`config.mk`:
```
export PLATFORM = sky130hd
export DESIGN_NAME = gscs_front
export DESIGN_NICKNAME = d
export VERILOG_FILES = /design/src/hdl/gain_shape_codebook_search_macros.svh /design/src/hdl/gscs_pkg.sv /design/src/hdl/gscs_front.sv
export SDC_FILE = /design/constraint.sdc
export NUM_CORES = 1
export LEC_CHECK = 0
export BUFFER_PORTS_ARGS = -buffer_cell sky130_fd_sc_hd__buf_2
export CAP_MARGIN = 20
export CORE_MARGIN = 3
export CORE_UTILIZATION = 45
export CTS_CLUSTER_DIAMETER = 120
export DETAILED_ROUTE_END_ITERATION = 16
export PLACE_DENSITY = 0.7
export SLEW_MARGIN = 10
export SYNTH_ARGS = -nofsm -noshare
export SYNTH_HDL_FRONTEND = slang
export SYNTH_SLANG_ARGS = --single-unit
```
`constraint.sdc`:
```
create_clock -name clock -period 1.9 [get_ports clock]
set_input_delay 0.19 -clock clock [delete_from_list [all_inputs] [get_ports clock]]
set_output_delay 0.19 -clock clock [all_outputs]
set_load 0.05 [all_outputs]
```
`src/hdl/gain_shape_codebook_search_macros.svh`:
```
// ---------------------------------------------------------------------------
// Assertion macros for the codebook search block.
// ---------------------------------------------------------------------------
`ifndef GAIN_SHAPE_CODEBOOK_SEARCH_MACROS_SVH
`define GAIN_SHAPE_CODEBOOK_SEARCH_MACROS_SVH
`ifndef SYNTHESIS
`define GSC_ASSERT_IMP(label, clk, rst, a, c) \
   label: assert property (@(posedge clk) disable iff (rst) (a) |-> (c)) \
      else $error("assertion failed");
`define GSC_ASSERT_NXT(label, clk, rst, a, c) \
   label: assert property (@(posedge clk) disable iff (rst) (a) |=> (c)) \
      else $error("assertion failed");
`else
`define GSC_ASSERT_IMP(label, clk, rst, a, c)
`define GSC_ASSERT_NXT(label, clk, rst, a, c)
`endif
`endif

```
`src/hdl/gscs_pkg.sv`:
```
// ---------------------------------------------------------------------------
// gscs_pkg
// Shared types and constants of the codebook search.
// ---------------------------------------------------------------------------
package gscs_pkg;
   localparam int ENTRIES_DEF    = 64;
   localparam int VECTOR_LEN_DEF = 16;
   localparam logic [1:0] CMD_WRITE = 2'd0;
   localparam logic [1:0] CMD_MATCH = 2'd1;
   localparam logic [1:0] CMD_READ  = 2'd2;
   localparam logic [1:0] CMD_CLEAR = 2'd3;
   localparam logic [47:0] ACC_MAX = 48'h7FFF_FFFF_FFFF;
   localparam logic [47:0] ACC_MIN = 48'h8000_0000_0000;

   typedef struct packed {
      logic [1:0]  cmd;
      logic [5:0]  entry;
      logic [3:0]  element;
      logic [11:0] value;
      logic        last;
   } cmd_type;

   typedef struct packed {
      logic        kind;
      logic        found;
      logic [5:0]  best_entry;
      logic [26:0] gain;
      logic [47:0] accum_value;
      logic [15:0] hit_count;
   } rsp_type;
endpackage

```
`src/hdl/gscs_front.sv`:
```
// ---------------------------------------------------------------------------
// gscs_front
// Two-entry command queue between the request port and the search engine.
// ---------------------------------------------------------------------------
module gscs_front import gscs_pkg::*; (
   input  logic    clock,
   input  logic    reset,
   input  logic    push,
   output logic    full,
   input  cmd_type push_data,
   output logic    q_valid,
   input  logic    q_take,
   output cmd_type q_data
);
   cmd_type    mem_ff [2];
   logic       wp_ff, wp_in, rp_ff, rp_in;
   logic [1:0] cnt_ff, cnt_in;
   logic       do_push, do_pop;

   assign full    = (cnt_ff == 2'd2);
   assign q_valid = (cnt_ff != 2'd0);
   assign q_data  = mem_ff[rp_ff];
   assign do_push = push && !full;
   assign do_pop  = q_take && q_valid;

   always_comb begin
      wp_in  = wp_ff ^ do_push;
      rp_in  = rp_ff ^ do_pop;
      cnt_in = cnt_ff + {1'b0, do_push} - {1'b0, do_pop};
   end

   always_ff @(posedge clock) begin
      if (reset) begin
         wp_ff  <= 1'b0;
         rp_ff  <= 1'b0;
         cnt_ff <= 2'd0;
      end else begin
         wp_ff  <= wp_in;
         rp_ff  <= rp_in;
         cnt_ff <= cnt_in;
      end
      if (do_push) mem_ff[wp_ff] <= push_data;
   end
endmodule

```
==> metrics.md <==
| Metric | Value |
|---|---|
| Hold_buf cts | `0` |
| PwrDens | `1460 nW/um^2` |
| Routed Antenna Nets | `0` |
| Worst clock skew | `0.00784 ns` |
| Die W | `73.7 microns` |
| RSZ-0062 raised after global routing | `no` |
| Routed WL per cell | `15.7 microns` |
| Drt drc | `0` |
| Synthesized flop and latch total | `54` |
| Area of the die | `5430 sq um` |
| Slew Limit Fails | `0` |
| F_max | `602 MHz` |
| Vias | `1051` |
| Register area share after synthesis | `76.7%` |
| Fin crit share | `87.5%` |
| Rel. slew slack | `82.7%` |
| Leakage power | `0.993 nW` |
| Clock latency on the worst-skew pair | `0.30 ns` |
| Vias in the first global route | `1117` |
| CTS tree | `yes` |
| CTS sink cnt | `54` |
| First-pass GRT wire length | `5240 microns` |
| Starting Density | `49.1%` |
| Crit start category | `flip-flop` |
| Max-Cap Viols | `0` |
| CP required | `1.71 ns` |
| Initial antenna violation count | `0` |
| Fin cells | `217` |
| Post-synth top area cell | `edfxtp_1` |
| PortBufs | `55` |
| Post-cts sizing count | `0` |
| TritonRoute pass-1 iters | `4` |
| Status | `complete, no violations` |
| Yosys top cell area share | `72.8%` |
| Fin crit period | `1.66 ns` |
| Warnings, synthesis | `0` |
| Diode count | `0` |
| Worst Hold Class | `input port to flip-flop` |
| Root buffer cell | `clkbuf_8` |
| Final HPWL DP | `2490 microns` |
| Hold Vio Cnt, Final | `0` |
| Power consumption | `3.67 mW` |
| Layout net count | `199` |
| # setup viols final | `0` |
| CP arrival | `1.47 ns` |
| Worst R2R Path Depth | `4` |
| Critical path type | `flip-flop to output pin` |
| Max IR drop VDD | `0.839 mV` |
| Fin util | `59.7%` |
| Top Ports | `56` |
| GRT Total Usage | `13.6%` |
| Die height | `73.7 microns` |
| Setup TNS | `0 ns` |
| Cell depth of the worst min-delay path | `1` |
| RD Place Congestion | `0.773` |
| CTS H-tree lvls | `2` |
| Clock slew at reported path FFs | `0.09 ns` |
| Worst-margin pin slew | `0.262 ns` |
| Rows | `23` |
| FF-to-FF setup slack | `0.45 ns` |
| Setup repair bufs after CTS | `0` |
| Crit. End Element | `output pin` |
| Clk buf depth | `2` |
| Post-Syn Area | `2060 sq um` |
| Syn Area/Cell | `20.4 sq um` |
| Core ar. | `4200 sq um` |
| Total gr overflow | `0` |
| Mapped Cells | `101` |
| # placed instances | `209` |
| Starting DRT DRC Count | `55` |
| Total length of routed wires | `3420 microns` |
| Share of post-route cells with drive strength above 1 | `57.5%` |
| Largest cells by area after synthesis | `edfxtp_1, mux2_2, dfxtp_1` |
| Area grow syn2layout | `21.6%` |
| Inserted Clock Buffers | `5` |
| CP Max Fanout | `16` |
| Largest net degree at the start of global routing | `18` |
| Yosys cell types | `17` |
| Via density | `4.84` |
| Syn_nets | `134` |
[power by group]
part	switching [mW]	total [mW]	leakage, nW	internal (mW)
clock	0.343	0.731	0.0579	0.388
combinational	0.952	1.38	0.435	0.425
sequential	0.0514	1.56	0.500	1.51
[cells in the final DEF (no fill, tap or decap), drive strengths merged]
cell / count
nor2b: 2
nand2b: 1
o21a: 1
nor2: 3
nand2: 1
clkbuf: 5
clkinv: 2
or2: 1
and2: 1
dfxtp: 4
inv: 3
bufinv: 1
edfxtp: 50
ha: 4
mux2: 26
buf: 61
xnor3: 1
[layer usage]
layer | global-route usage, % | routed length (microns)
met1 | 15.0 | 1350
met2 | 23.7 | 1740
met3 | 5.34 | 284
met4 | 4.83 | 41
met5 | 0 | 0
[area by class of cell]
cell class                      instances  area [sq um]
Sequential cell                        54          1580
Clock buffer                            5          68.8
Multi-Input combinational cell         41           423
Clock inverter                          3          40.0
Inverter                                3          11.3
Timing Repair Buffer                   61           320
Tap cell                               50          62.6
Fill cell                             329          1690
[flip-flops by register name, summed over array words and instances (netlist names)]
signal and cells:
mem_ff 50, wp_ff 1, cnt_ff 2, rp_ff 1
[cells in the mapped netlist]
cell and number:
buf_8 1, mux2_2 25, nor2_1 3, buf_6 1, or2_2 1, mux2_4 1
xnor3_1 1, dfxtp_1 4, ha_1 4, buf_12 1, inv_1 3, and2_1 1
nand2b_1 1, edfxtp_1 50, o21a_1 1, nor2b_1 2, nand2_1 1
[path summary, 6_finish.rpt]
path | start | endpoint
max | rp_ff | q_data[9]
min | push_data[2] | mem_ff[0][2]
min reg2reg | wp_ff | wp_ff
max reg2reg | cnt_ff[0] | mem_ff[1][6]
[kinds of logic after synthesis]
group | synth area share [%]
flops | 76.7
compound gates | 0.364
mux | 14.4
xor+xnor | 1.09
simple gates | 2.25
fa+ha+maj | 2.43
buf+inv | 2.79
[worst max-delay path: stages (launching register included)]
cell,delay [ns]
dfxtp_1,0.33
buf_4,0.24
mux2_2,0.38
buf_2,0.21
[through the flow]
step	hold slack, ns	instance area [sq um]	setup slack, ns
after CTS	0.0562	2510	0.217
final	0.0712	2510	0.238
after global placement	0.378	2400	0.547
after global routing	0.0488	2510	0.158
after floorplan	0.257	2060	0.223
after detailed placement	0.383	2400	0.460
No activity file was read; power rests on OpenSTA's default activity.
